==> config.mk <==
export PLATFORM = sky130hd
export DESIGN_NAME = can_bit_timing_search
export DESIGN_NICKNAME = d
export VERILOG_FILES = /design/src/rtl/cbts_pkg.sv /design/src/rtl/cbts_div.sv /design/src/rtl/cbts_datapath.sv /design/src/rtl/cbts_ctrl.sv /design/src/rtl/can_bit_timing_search.sv
export SDC_FILE = /design/constraint.sdc
export NUM_CORES = 1
export LEC_CHECK = 0
export ABC_AREA = 1
export BUFFER_PORTS_ARGS = -buffer_cell sky130_fd_sc_hd__buf_2
export CAP_MARGIN = 10
export CORE_MARGIN = 4
export CORE_UTILIZATION = 59
export CTS_BUF_LIST = sky130_fd_sc_hd__clkbuf_8
export CTS_CLUSTER_SIZE = 16
export DETAILED_ROUTE_END_ITERATION = 10
export PLACE_DENSITY_LB_ADDON = 0.25
export REMOVE_ABC_BUFFERS = 1
export SLEW_MARGIN = 20
export SYNTH_ARGS = -nofsm -noshare
export SYNTH_HDL_FRONTEND = slang
export SYNTH_SLANG_ARGS = --single-unit
==> constraint.sdc <==
create_clock -name clock -period 5.3 [get_ports clock]
set_clock_uncertainty 0.1 [all_clocks]
set_input_delay 0.265 -clock clock [delete_from_list [all_inputs] [get_ports clock]]
set_output_delay 0.265 -clock clock [all_outputs]
set_load 0.05 [all_outputs]
==> src/rtl/cbts_pkg.sv <==
// Types, widths and the candidate table of the CAN bit timing search.
package cbts_pkg;

   localparam int CLK_W   = 28;
   localparam int RATE_W  = 23;
   localparam int DIV_W   = 28;
   localparam int PRE_W   = 8;
   localparam int SEG_W   = 3;
   localparam int PROP_W  = 3;
   localparam int PHASE_W = 4;
   localparam int Q_W     = 5;

   localparam logic [PROP_W-1:0]  PROP_FIRST  = 3'd1;
   localparam logic [PROP_W-1:0]  PROP_LAST   = 3'd7;
   localparam logic [PHASE_W-1:0] PHASE_FIRST = 4'd2;
   localparam logic [PHASE_W-1:0] PHASE_LAST  = 4'd8;

   localparam logic [Q_W-1:0] QUANTA_MIN  = 5'd11;
   localparam logic [Q_W-1:0] QUANTA_MAX  = 5'd21;
   localparam logic [9:0]     RATIO_SCALE = 10'd100;
   localparam logic [9:0]     RATIO_MIN   = 10'd20;
   localparam logic [9:0]     RATIO_MAX   = 10'd25;

   typedef enum logic {
      DIV_PRESCALE,
      DIV_ACTUAL
   } div_sel_type;

   typedef struct packed {
      logic        load;
      logic        div_start;
      div_sel_type div_sel;
      logic        latch_d;
      logic        eval;
      logic        step;
      logic        out_load;
   } cbts_cmd_type;

   typedef struct packed {
      logic cand_ok;
      logic last_cand;
      logic div_done;
      logic d_ok;
   } cbts_stat_type;

   // Time quanta per bit: sync + prop + two phase segments.
   function automatic logic [Q_W-1:0] quanta(input logic [PROP_W-1:0] prop,
                                             input logic [PHASE_W-1:0] phase);
      quanta = 5'd1 + {2'b00, prop} + {phase, 1'b0};
   endfunction

   // Quanta window and sample point ratio; floor(phase*100/q) in 20..25 is
   // phase*100 >= 20*q and phase*100 < 26*q.
   function automatic logic cand_valid(input logic [PROP_W-1:0] prop,
                                       input logic [PHASE_W-1:0] phase);
      logic [Q_W-1:0] q;
      logic [9:0]     scaled;
      logic [9:0]     q10;
      q      = quanta(prop, phase);
      q10    = {5'b00000, q};
      scaled = {6'b000000, phase} * RATIO_SCALE;
      cand_valid = (q >= QUANTA_MIN) && (q <= QUANTA_MAX)
                && (scaled >= RATIO_MIN * q10)
                && (scaled < (RATIO_MAX + 10'd1) * q10);
   endfunction

endpackage

==> src/rtl/cbts_div.sv <==
// Restoring serial divider, one quotient bit per cycle.
module cbts_div
   import cbts_pkg::*;
(
   input  logic             clock,
   input  logic             reset,
   input  logic             start,
   input  logic [DIV_W-1:0] dividend,
   input  logic [DIV_W-1:0] divisor,
   output logic             done,
   output logic [DIV_W-1:0] quotient
);

   localparam int CNT_W = $clog2(DIV_W);

   logic             busy_ff, busy_in;
   logic             done_ff, done_in;
   logic [CNT_W-1:0] cnt_ff, cnt_in;
   logic [DIV_W-1:0] quo_ff, quo_in;
   logic [DIV_W-1:0] rem_ff, rem_in;
   logic [DIV_W-1:0] den_ff, den_in;
   logic [DIV_W:0]   shifted;
   logic [DIV_W:0]   trial;

   assign shifted = {rem_ff, quo_ff[DIV_W-1]};
   assign trial   = shifted - {1'b0, den_ff};

   always_comb begin
      busy_in = busy_ff;
      done_in = 1'b0;
      cnt_in  = cnt_ff;
      quo_in  = quo_ff;
      rem_in  = rem_ff;
      den_in  = den_ff;
      if (start) begin
         busy_in = 1'b1;
         cnt_in  = '0;
         quo_in  = dividend;
         rem_in  = '0;
         den_in  = divisor;
      end else if (busy_ff) begin
         // keep the trial difference when it does not borrow
         if (!trial[DIV_W]) begin
            rem_in = trial[DIV_W-1:0];
            quo_in = {quo_ff[DIV_W-2:0], 1'b1};
         end else begin
            rem_in = shifted[DIV_W-1:0];
            quo_in = {quo_ff[DIV_W-2:0], 1'b0};
         end
         cnt_in = cnt_ff + 1'b1;
         if (cnt_ff == CNT_W'(DIV_W - 1)) begin
            busy_in = 1'b0;
            done_in = 1'b1;
         end
      end
   end

   always_ff @(posedge clock) begin
      if (reset) begin
         busy_ff <= 1'b0;
         done_ff <= 1'b0;
      end else begin
         busy_ff <= busy_in;
         done_ff <= done_in;
      end
      cnt_ff <= cnt_in;
      quo_ff <= quo_in;
      rem_ff <= rem_in;
      den_ff <= den_in;
   end

   assign done     = done_ff;
   assign quotient = quo_ff;

endmodule

==> src/rtl/cbts_datapath.sv <==
// Candidate counters, divider operands, best-candidate tracking and result register.
module cbts_datapath
   import cbts_pkg::*;
#(
   parameter int MAX_PRESCALER = 255
)(
   input  logic               clock,
   input  logic               reset,
   input  cbts_cmd_type       cmd,
   output cbts_stat_type      stat,
   input  logic [CLK_W-1:0]   clock_hz,
   input  logic [RATE_W-1:0]  bit_rate,
   output logic [PRE_W-1:0]   prescaler_div,
   output logic [SEG_W-1:0]   prop_segment,
   output logic [SEG_W-1:0]   phase_segment,
   output logic [CLK_W-1:0]   rate_error,
   output logic               found
);

   // prescaler values up to MAX_PRESCALER + 1 enter the second product
   localparam int D_W  = $clog2(MAX_PRESCALER + 2);
   localparam int DQ_W = D_W + Q_W;
   localparam logic [DIV_W-1:0] D_LIMIT = DIV_W'(MAX_PRESCALER + 1);

   logic [CLK_W-1:0]   clock_hz_ff;
   logic [RATE_W-1:0]  bit_rate_ff;
   logic [PROP_W-1:0]  prop_ff;
   logic [PHASE_W-1:0] phase_ff;
   logic [DIV_W-1:0]   d_ff;
   logic               have_ff;
   logic [CLK_W-1:0]   best_err_ff;
   logic [PRE_W-1:0]   best_pre_ff;
   logic [SEG_W-1:0]   best_prop_ff;
   logic [SEG_W-1:0]   best_phase_ff;
   logic [PRE_W-1:0]   rsp_pre_ff;
   logic [SEG_W-1:0]   rsp_prop_ff;
   logic [SEG_W-1:0]   rsp_phase_ff;
   logic [CLK_W-1:0]   rsp_err_ff;
   logic               rsp_found_ff;

   logic [Q_W-1:0]     q;
   logic [DIV_W-1:0]   rate_q;
   logic [DQ_W-1:0]    d_q;
   logic [DIV_W-1:0]   divisor;
   logic               div_done;
   logic [DIV_W-1:0]   quotient;
   logic [CLK_W-1:0]   rate_ext;
   logic [CLK_W-1:0]   err;
   logic               better;

   assign q      = quanta(prop_ff, phase_ff);
   assign rate_q = DIV_W'(bit_rate_ff) * DIV_W'(q);
   assign d_q    = DQ_W'(d_ff[D_W-1:0]) * DQ_W'(q);
   assign divisor = (cmd.div_sel == DIV_PRESCALE) ? rate_q : DIV_W'(d_q);

   cbts_div u_div (
      .clock    (clock),
      .reset    (reset),
      .start    (cmd.div_start),
      .dividend (clock_hz_ff),
      .divisor  (divisor),
      .done     (div_done),
      .quotient (quotient)
   );

   assign rate_ext = CLK_W'(bit_rate_ff);
   assign err      = (quotient > rate_ext) ? (quotient - rate_ext) : (rate_ext - quotient);
   assign better   = !have_ff || (err < best_err_ff);

   assign stat.cand_ok   = cand_valid(prop_ff, phase_ff) && (bit_rate_ff != '0);
   assign stat.last_cand = (prop_ff == PROP_LAST) && (phase_ff == PHASE_LAST);
   assign stat.div_done  = div_done;
   assign stat.d_ok      = (d_ff != '0) && (d_ff <= D_LIMIT);

   always_ff @(posedge clock) begin
      if (reset) begin
         have_ff      <= 1'b0;
         rsp_found_ff <= 1'b0;
      end else begin
         if (cmd.load) begin
            have_ff <= 1'b0;
         end else if (cmd.eval && better) begin
            have_ff <= 1'b1;
         end
         if (cmd.out_load) begin
            rsp_found_ff <= have_ff;
         end
      end

      if (cmd.load) begin
         clock_hz_ff   <= clock_hz;
         bit_rate_ff   <= bit_rate;
         prop_ff       <= PROP_FIRST;
         phase_ff      <= PHASE_FIRST;
         best_err_ff   <= '0;
         best_pre_ff   <= '0;
         best_prop_ff  <= '0;
         best_phase_ff <= '0;
      end else begin
         if (cmd.step) begin
            if (phase_ff == PHASE_LAST) begin
               phase_ff <= PHASE_FIRST;
               prop_ff  <= prop_ff + 1'b1;
            end else begin
               phase_ff <= phase_ff + 1'b1;
            end
         end
         if (cmd.eval && better) begin
            best_err_ff   <= err;
            best_pre_ff   <= PRE_W'(d_ff - 1'b1);
            best_prop_ff  <= SEG_W'(prop_ff - 1'b1);
            best_phase_ff <= SEG_W'(phase_ff - 1'b1);
         end
      end

      if (cmd.latch_d) begin
         d_ff <= quotient;
      end

      if (cmd.out_load) begin
         rsp_pre_ff   <= best_pre_ff;
         rsp_prop_ff  <= best_prop_ff;
         rsp_phase_ff <= best_phase_ff;
         rsp_err_ff   <= best_err_ff;
      end
   end

   assign prescaler_div = rsp_pre_ff;
   assign prop_segment  = rsp_prop_ff;
   assign phase_segment = rsp_phase_ff;
   assign rate_error    = rsp_err_ff;
   assign found         = rsp_found_ff;

endmodule

==> src/rtl/cbts_ctrl.sv <==
// Sequencer of the bit timing search and owner of the handshakes.
module cbts_ctrl
   import cbts_pkg::*;
(
   input  logic          clock,
   input  logic          reset,
   input  logic          req_tvalid,
   output logic          req_tready,
   output logic          rsp_tvalid,
   input  logic          rsp_tready,
   input  cbts_stat_type stat,
   output cbts_cmd_type  cmd
);

   typedef enum logic [2:0] {
      ST_IDLE,
      ST_CAND,
      ST_WAIT_PRE,
      ST_CHECK,
      ST_WAIT_ACT,
      ST_FINISH
   } state_type;

   state_type state_ff, state_in;
   logic      rsp_tvalid_ff, rsp_tvalid_in;

   always_comb begin
      state_in = state_ff;
      cmd      = '0;
      case (state_ff)
         ST_IDLE: begin
            if (req_tvalid) begin
               cmd.load = 1'b1;
               state_in = ST_CAND;
            end
         end
         ST_CAND: begin
            if (stat.cand_ok) begin
               cmd.div_start = 1'b1;
               cmd.div_sel   = DIV_PRESCALE;
               state_in      = ST_WAIT_PRE;
            end else if (stat.last_cand) begin
               state_in = ST_FINISH;
            end else begin
               cmd.step = 1'b1;
            end
         end
         ST_WAIT_PRE: begin
            if (stat.div_done) begin
               cmd.latch_d = 1'b1;
               state_in    = ST_CHECK;
            end
         end
         ST_CHECK: begin
            if (stat.d_ok) begin
               cmd.div_start = 1'b1;
               cmd.div_sel   = DIV_ACTUAL;
               state_in      = ST_WAIT_ACT;
            end else if (stat.last_cand) begin
               state_in = ST_FINISH;
            end else begin
               cmd.step = 1'b1;
               state_in = ST_CAND;
            end
         end
         ST_WAIT_ACT: begin
            if (stat.div_done) begin
               cmd.eval = 1'b1;
               if (stat.last_cand) begin
                  state_in = ST_FINISH;
               end else begin
                  cmd.step = 1'b1;
                  state_in = ST_CAND;
               end
            end
         end
         ST_FINISH: begin
            // hold until the result register is free
            if (!rsp_tvalid_ff || rsp_tready) begin
               cmd.out_load = 1'b1;
               state_in     = ST_IDLE;
            end
         end
         default: begin
            state_in = ST_IDLE;
         end
      endcase

      rsp_tvalid_in = rsp_tvalid_ff;
      if (cmd.out_load) begin
         rsp_tvalid_in = 1'b1;
      end else if (rsp_tready) begin
         rsp_tvalid_in = 1'b0;
      end
   end

   always_ff @(posedge clock) begin
      if (reset) begin
         state_ff      <= ST_IDLE;
         rsp_tvalid_ff <= 1'b0;
      end else begin
         state_ff      <= state_in;
         rsp_tvalid_ff <= rsp_tvalid_in;
      end
   end

   assign req_tready = (state_ff == ST_IDLE);
   assign rsp_tvalid = rsp_tvalid_ff;

endmodule

==> src/rtl/can_bit_timing_search.sv <==
// Top level of the CAN bit timing search: controller, datapath and stream ports.
//
//   channel   direction   contents
//   req       in          clock_hz, bit_rate
//   rsp       out         prescaler_div, prop_segment, phase_segment, rate_error; found
//
// Search: each word walks the segment pairs in order; a pair that passes the quanta
//   and sample point window starts a prescaler division, and a pair whose prescaler
//   then fits starts a division for the actual rate. Each divider job loads its
//   operands and then forms the 28 quotient bits one after another. Only four
//   pairs pass the window.
// Reset: synchronous, active high; clears the sequencer and the result valid flag.
// Stalls: a finished result waits in the output register while the next request
//   word is already taken and searched; only the hand-over of a second result waits.
module can_bit_timing_search
   import cbts_pkg::*;
#(
   parameter int MAX_PRESCALER = 255
)(
   input  logic        clock,
   input  logic        reset,
   input  logic        req_tvalid,
   output logic        req_tready,
   input  logic [55:0] req_tdata,   // clock_hz[27:0], bit_rate[50:28], zero pad[55:51]
   output logic        rsp_tvalid,
   input  logic        rsp_tready,
   output logic [47:0] rsp_tdata,   // prescaler_div[7:0], prop_segment[10:8],
                                    // phase_segment[13:11], rate_error[41:14], zero[47:42]
   output logic [0:0]  rsp_tuser    // found[0]
);

   cbts_cmd_type      cmd;
   cbts_stat_type     stat;
   logic [PRE_W-1:0]  prescaler_div;
   logic [SEG_W-1:0]  prop_segment;
   logic [SEG_W-1:0]  phase_segment;
   logic [CLK_W-1:0]  rate_error;
   logic              found;

   // Sequence the search over every segment pair, one divider job at a time.
   cbts_ctrl u_ctrl (
      .clock      (clock),
      .reset      (reset),
      .req_tvalid (req_tvalid),
      .req_tready (req_tready),
      .rsp_tvalid (rsp_tvalid),
      .rsp_tready (rsp_tready),
      .stat       (stat),
      .cmd        (cmd)
   );

   // Hold the operands, run the divisions and keep the first smallest error.
   cbts_datapath #(
      .MAX_PRESCALER (MAX_PRESCALER)
   ) u_datapath (
      .clock         (clock),
      .reset         (reset),
      .cmd           (cmd),
      .stat          (stat),
      .clock_hz      (req_tdata[CLK_W-1:0]),
      .bit_rate      (req_tdata[CLK_W+RATE_W-1:CLK_W]),
      .prescaler_div (prescaler_div),
      .prop_segment  (prop_segment),
      .phase_segment (phase_segment),
      .rate_error    (rate_error),
      .found         (found)
   );

   // Pack the result word, lowest field first; pad the top to a whole byte.
   assign rsp_tdata = {6'b000000, rate_error, phase_segment, prop_segment, prescaler_div};
   assign rsp_tuser = found;

endmodule

======== Word-level counts from Yosys, hierarchy flattened ========
Cells that the tools add are included.
word-level totals
  flip-flop bits (word level) ............. 267
  input port bits ......................... 60
  output and inout bits ................... 51
  logic and storage cells ................. 118
operators by class
  $add $sub $neg .......................... 11
  multipliers ............................. 5
  magnitude comparators ................... 7
  equal/unequal tests ..................... 13
  mux-type cells .......................... 37
  bitwise gates (word level) .............. 1
  reductions and logical operators ........ 20
operator list
  operator                                               count
  2-to-1 mux 28 bit                                      4
  subtractor 29 x 28 -> 29 bit                           1
  > comparator 28 x 23 -> 1 bit                          1
  <= comparator 28 x 9 -> 1 bit (second input constant)  1
  less-than comparator 28 bit                            1
  multiplier 23 x 5 -> 28 bit                            1
  nonzero test 28 bit                                    1
  subtractor 23 x 28 -> 28 bit                           1
  subtractor 28 x 23 -> 28 bit                           1
  2-to-1 mux 3 bit                                       8
  nonzero test 23 bit                                    1
  case mux 3 bit (6 select lines)                        1
  2-to-1 mux 1 bit                                       17
  multiplier 9 x 5 -> 14 bit                             1
  2-to-1 mux 14 bit                                      1
  >= comparator 10 bit                                   1
  less-than comparator 10 bit                            1
  equality test 3 bit (second input constant)            3
  multiplier 4 x 5 -> 9 bit (first input constant)       1
  multiplier 3 x 5 -> 8 bit (first input constant)       1
  multiplier 4 x 5 -> 8 bit (second input constant)      1
  subtractor 8 x 1 -> 8 bit (second input constant)      1
  logical AND 1 bit                                      7
  equality test 3 x 2 -> 1 bit (second input constant)   2
  27 further kinds                                       35

======== Depth between registers and ports, before layout ========
  depth after elaboration ................. 10
  gate-level depth with buffers ........... 34

======== Cells and area by module ========
Synthesis repeated with hierarchy kept, for this count alone.
unflattened totals
  cell total of the unflattened synthesis .. 3230
  area, all modules ....................... 23266.1 µm²
modules (own cells, without submodules)
  module                 times used  cells an instance  area an instance (µm²)  sequential area each (µm²)
  cbts_datapath          1           2281               16933.7                 4654.5
  cbts_div               1           871                5910.7                  2382.3
  cbts_ctrl              1           71                 372.9                   80.1
  can_bit_timing_search  1           7                  48.8                    0.0

======== Worst setup path before layout ========
OpenSTA, ideal clock, no wires.
  path kind ............................... reg-to-reg
  start ................................... register u_datapath.phase_ff[0]
  end ..................................... register u_datapath.u_div.quo_ff[0], in the netlist u_datapath.u_div.quotient[0], enable pin
  setup time .............................. 0.386 ns
  arrival time ............................ 4.960 ns
  required time ........................... 4.814 ns
  path slack .............................. -0.146 ns
  stages on the path, launching flop included .. 27
  period minus slack after synthesis ...... 5.446 ns
  cell sequence ........................... dfxtp_1 ha_1 inv_1 o21bai_1 a21oi_1 or2_2 nand2_1 clkinv_1 ha_1 ha_1 ha_1 nand3_1 nand3_1 nand2_1 nand2_1 a21oi_1 xor2_1 ha_1 a21oi_1 o21a_1 nand2_1 nor2_1 nand4_1 nand2_2 buf_6 inv_2 nand2_1
on the way
  cells in the longest elaborated chain, start to end .. 9
RTL lines
  element                                                           RTL line                        RTL
  start: declaration                                                cbts_datapath.sv:28             logic [PHASE_W-1:0] phase_ff;
  start signal: assignment                                          cbts_datapath.sv:105            phase_ff <= phase_ff + 1'b1;
  adder 4 x 5 -> 5 bit                                              cbts_pkg.sv:49                  quanta = 5'd1 + {2'b00, prop} + {phase, 1'b0};
  multiplier 3 x 5 -> 8 bit, or another cell as far along           cbts_pkg.sv:63                  && (scaled >= RATIO_MIN * q10)
  >= comparator 10 bit / logical AND 1 bit (equally long branches)  cbts_pkg.sv:63, cbts_pkg.sv:62
  logical AND 1 bit                                                 cbts_pkg.sv:63
  logical AND 1 bit *                                               cbts_pkg.sv:64                  && (scaled < (RATIO_MAX + 10'd1) * q10);
  logical AND 1 bit *                                               cbts_datapath.sv:70             assign stat.cand_ok = cand_valid(prop_ff, phase_ff) && (bit_rate_ff != '0);
  2-to-1 mux 2 bit *                                                cbts_ctrl.sv:38                 if (stat.cand_ok) begin
  case mux 2 bit (2 select lines) *                                 cbts_ctrl.sv:30                 case (state_ff)
  nonzero test 2 bit (no line) *                                    -
  end signal: assignment                                            cbts_div.sv:67                  quo_ff <= quo_in;
  end: declaration                                                  cbts_div.sv:19                  logic [DIV_W-1:0] quo_ff, quo_in;
Mark *: on every way between the ends. The rest lies on a longest branch, timed or not.
A chain may end at the register's enable or synchronous reset.

======== Worst setup path in the final report ========
  start ................................... register u_datapath.prop_ff[1]
  end ..................................... register u_datapath.u_div.den_ff[25], data pin
on the way
  cells in the longest elaborated chain, start to end .. 3
RTL lines
  element                      RTL line              RTL
  start: declaration           cbts_datapath.sv:27   logic [PROP_W-1:0] prop_ff;
  start signal: assignment     cbts_datapath.sv:103  prop_ff <= prop_ff + 1'b1;
  adder 1 x 3 -> 4 bit         cbts_pkg.sv:49
  adder 4 x 5 -> 5 bit         cbts_pkg.sv:49
  multiplier 23 x 5 -> 28 bit  cbts_datapath.sv:52   assign rate_q = DIV_W'(bit_rate_ff) * DIV_W'(q);
  end signal: assignment       cbts_div.sv:69        den_ff <= den_in;
  end: declaration             cbts_div.sv:21        logic [DIV_W-1:0] den_ff, den_in;
No other way between the ends.

==> metrics.cfg <==
[yosys]
synthDistinctLibCells=51
yosysWarnings=0
synth-edff-count=177
synth.avg_cell_area_sq_um=7.34
ys_ff_latch=267
async_flop_share_pct=0
synth-main-ff-cell=edfxtp_1
ys_seq_area_share_pct=31.1
netlist_instances=3117
syn_area_sq_mm=0.0229

[worst_setup_path]
crit_type=flip-flop to flip-flop
path_cells=ha_1, inv_1, o21bai_1, a21oi_2, or2_2, nand2_2, buf_6, buf_12, nor2_1, fa_1, fa_1, inv_1, fa_1, inv_1, ha_2, nand2_1, inv_1, nand3_1, nor3_1, nand3_1, nand3_1, o21ai_0, a21oi_1
cp_max_fo=15
cpMostUsedCell=inv_1
end_kind=flip-flop
cp.arrival_ns=5.46
crit_buf_inv=6
crit_path_max_incr_delay_ns=0.55
crit_family=adder cells
crit_start=u_datapath.prop_ff[1]
rr_startpoint=u_datapath.prop_ff[1]
required_ns=5.67
cp_slowest_cell=fa_1
critPathLaunchType=flip-flop

[finish]
nets=3685
drive_above_1_share_pct=10.2
finish.utilization_pct=68.4
final_cells=3866
fill_cells=3215
antenna_cells=0
synthToLayoutAreaGrowth_pct=13.3

[flow_run]
max_cap_violations=0

[placed_design]
dp_slack_ns=-0.0847
port_buffers=99
gp_congestion=0.995
place_inst=3720
hpwl_microns=52500

[clock_network]
cts_tree=done
numCtsBuffers=48
clock_latency_ns=0.65
clk_pin_slew_ns=0.07
cts_sinks=267
h-tree-depth=2
cts_buffer_depth=3
root_buffer=clkbuf_8

[floorplan]
die_h_microns=205
rows=71
die_area_sq_mm=0.0420
initial_utilization_pct=60.3
core_sq_mm=0.0379
die-width_microns=205
ioPinCount=111

[sta]
slew_headroom_pct=35.6
worst_slew_pin_slew_ns=0.965
fmax_ghz=0.196
fin_tns_setup_ns=0
fin_crit_ns=5.09
fin_crit_sh_pct=96.1
rsz0062_at_grt=true
finalSetupViolCount=0
hold_violations=0
slew_violations=0
setup_slack_ns=0.206

[power]
peakVddDrop_v=0.000937
leakagePower_nw=13.4
powerDensity_mw_per_mm2=690
total_power_w=0.0179

[grt]
antenna_found_initial=0
use_met1_pct=45.5
grtUsageMet3_pct=5.49
grt_max_degree=56
top_usage_layer=met2
grt_pass1_wl_microns=108000
grt-ovfl-total=0
grt_util_all_layers_pct=32.4
grt_pass1_vias=20400
grtUsageMet2_pct=51.1

[detailed_routing]
antenna_left=0
drt_iter0_drc=1736
wl_per_cell_microns=17.9
route.detailed.drc=0
drt_pass1_iterations=6
wirelength_microns=69000
via_count=20900
vias_per_cell=5.40

[worst_hold_path]
hold_class=input pin to flip-flop
min-delay-start=req_tvalid

[outcome]
status=finished clean

cell type report:
| class | instances | area (sq um) | area share [%] |
|---|---|---|---|
| Multi-Input combinational cell | 2211 | 13400 | 51.7 |
| Clock inverter | 32 | 226 | 0.873 |
| Inverter | 575 | 2160 | 8.33 |
| Tap cell | 511 | 639 | 2.46 |
| Sequential cell | 267 | 7120 | 27.4 |
| Clock buffer | 56 | 771 | 2.97 |
| Timing Repair Buffer | 214 | 1620 | 6.25 |
where the power goes:
part           internal [W]  switching, W  leakage [nW]
Clock               0.00111      0.000931         0.576
Sequential          0.00283      0.000245          2.36
Combinational       0.00455       0.00823          10.5
per-layer routing:
metal  wire length, microns  share of wire (%)
met3                   5860                8.5
met1                  30200                 44
met4                   2400                3.5
met2                  30600                 44
met5                      0                  0
flip-flops by register name, summed over array words and instances (netlist names):
register                   cells
u_datapath.best_err_ff        28
u_datapath.clock_hz_ff        28
u_datapath.d_ff               28
u_datapath.rate_error         28
u_datapath.u_div.den_ff       28
u_datapath.u_div.quotient     28
u_datapath.u_div.rem_ff       28
u_datapath.bit_rate_ff        23
u_datapath.best_pre_ff         8
u_datapath.prescaler_div       8
u_datapath.u_div.cnt_ff        5
u_datapath.phase_ff            4
u_ctrl.state_ff                3
u_datapath.best_phase_ff       3
u_datapath.best_prop_ff        3
u_datapath.phase_segment       3
u_datapath.prop_ff             3
u_datapath.prop_segment        3
u_ctrl.rsp_tvalid              1
u_datapath.found               1
u_datapath.have_ff             1
u_datapath.u_div.busy_ff       1
u_datapath.u_div.done          1
cells by family (layout without fill, tap and decap cells):
family | Yosys count | after routing | share of synthesized area, %
simple gates | 1486 | 1487 | 27.0
buf+inv | 645 | 877 | 11.3
compound gates | 333 | 333 | 7.82
fa+ha+maj | 308 | 308 | 19.8
flops | 267 | 267 | 31.1
xor+xnor | 76 | 76 | 2.91
other cells | 1 | 6 | 0.0164
mux | 1 | 1 | 0.0437
timing repair:
action / CTS / global route
pin swaps: 0 / 9
endpoints found under the setup margin: 70 / 138
cloned: 0 / 3
hold buffers: 53 / 0
setup buffers: 0 / 2
endpoints found under the hold margin: 59 / 0
resized for setup: 3 / 58
worst register-to-register path, delay by kind of cell (launching register included):
family	cells	cell delay, ns
simple gates	8	1.21
fa+ha+maj	5	2.23
compound gates	4	0.54
buf+inv	6	0.56
flops	1	0.32
through the flow:
stage               instance area (sq um)  hold slack (ns)
floorplan                           22500            0.234
global placement                    24100            0.312
detailed placement                  24100            0.316
CTS                                 25700            0.160
global route                        25900            0.228
finish                              25900            0.220
cell usage after synthesis (17+ instances only):
master    instances  area share, %
fa_1             91            8.0
edfxtp_1        177             23
o21bai_1         20           0.66
xnor2_1          30            1.1
dfxtp_1          90            7.9
nand3_1         144            3.1
inv_1           557            9.1
nand4_1          45            1.2
clkbuf_1         19           0.31
xor2_1           46            1.8
nand2_2          26           0.71
buf_2            17           0.37
nor3_1           20           0.44
nor2_1          266            4.4
ha_1            217             12
nand2_1         941             15
o21ai_0         106            2.3
a21oi_1         176            3.8
layout by cell type (no fill, tap or decap), types with 6 or more instances in the layout:
cell type and count:
inv_2 12, dlygate4sd3_1 53, a21oi_2 10, xnor2_1 30, buf_4 51, xor2_1 45, nand4_1 45, o21a_1 9
nor3_1 20, nor2_4 10, o21ai_0 98, and2_1 7, fa_1 89, ha_1 210, o21ai_1 8, nand2_2 30
conb_1 6, inv_1 577, nand2_1 935, buf_2 99, nand3_2 6, clkinv_1 8, nand3_1 142, dfxtp_1 90
clkbuf_8 56, o21bai_1 17, nor2_2 11, nand2_4 6, edfxtp_1 177, a21oi_1 170, nor2_1 256
final timing paths:
kind	endpoint	slack, ns	cells after the start
worst min register to register	u_datapath.prescaler_div[5]	0.30	0
worst max-delay path	u_datapath.u_div.den_ff[25]	0.21	23
worst max register to register	u_datapath.u_div.den_ff[25]	0.21	23
worst min-delay path	u_datapath.best_pre_ff[1]	0.22	5
Note: power is estimated with default switching activity, not from simulation.
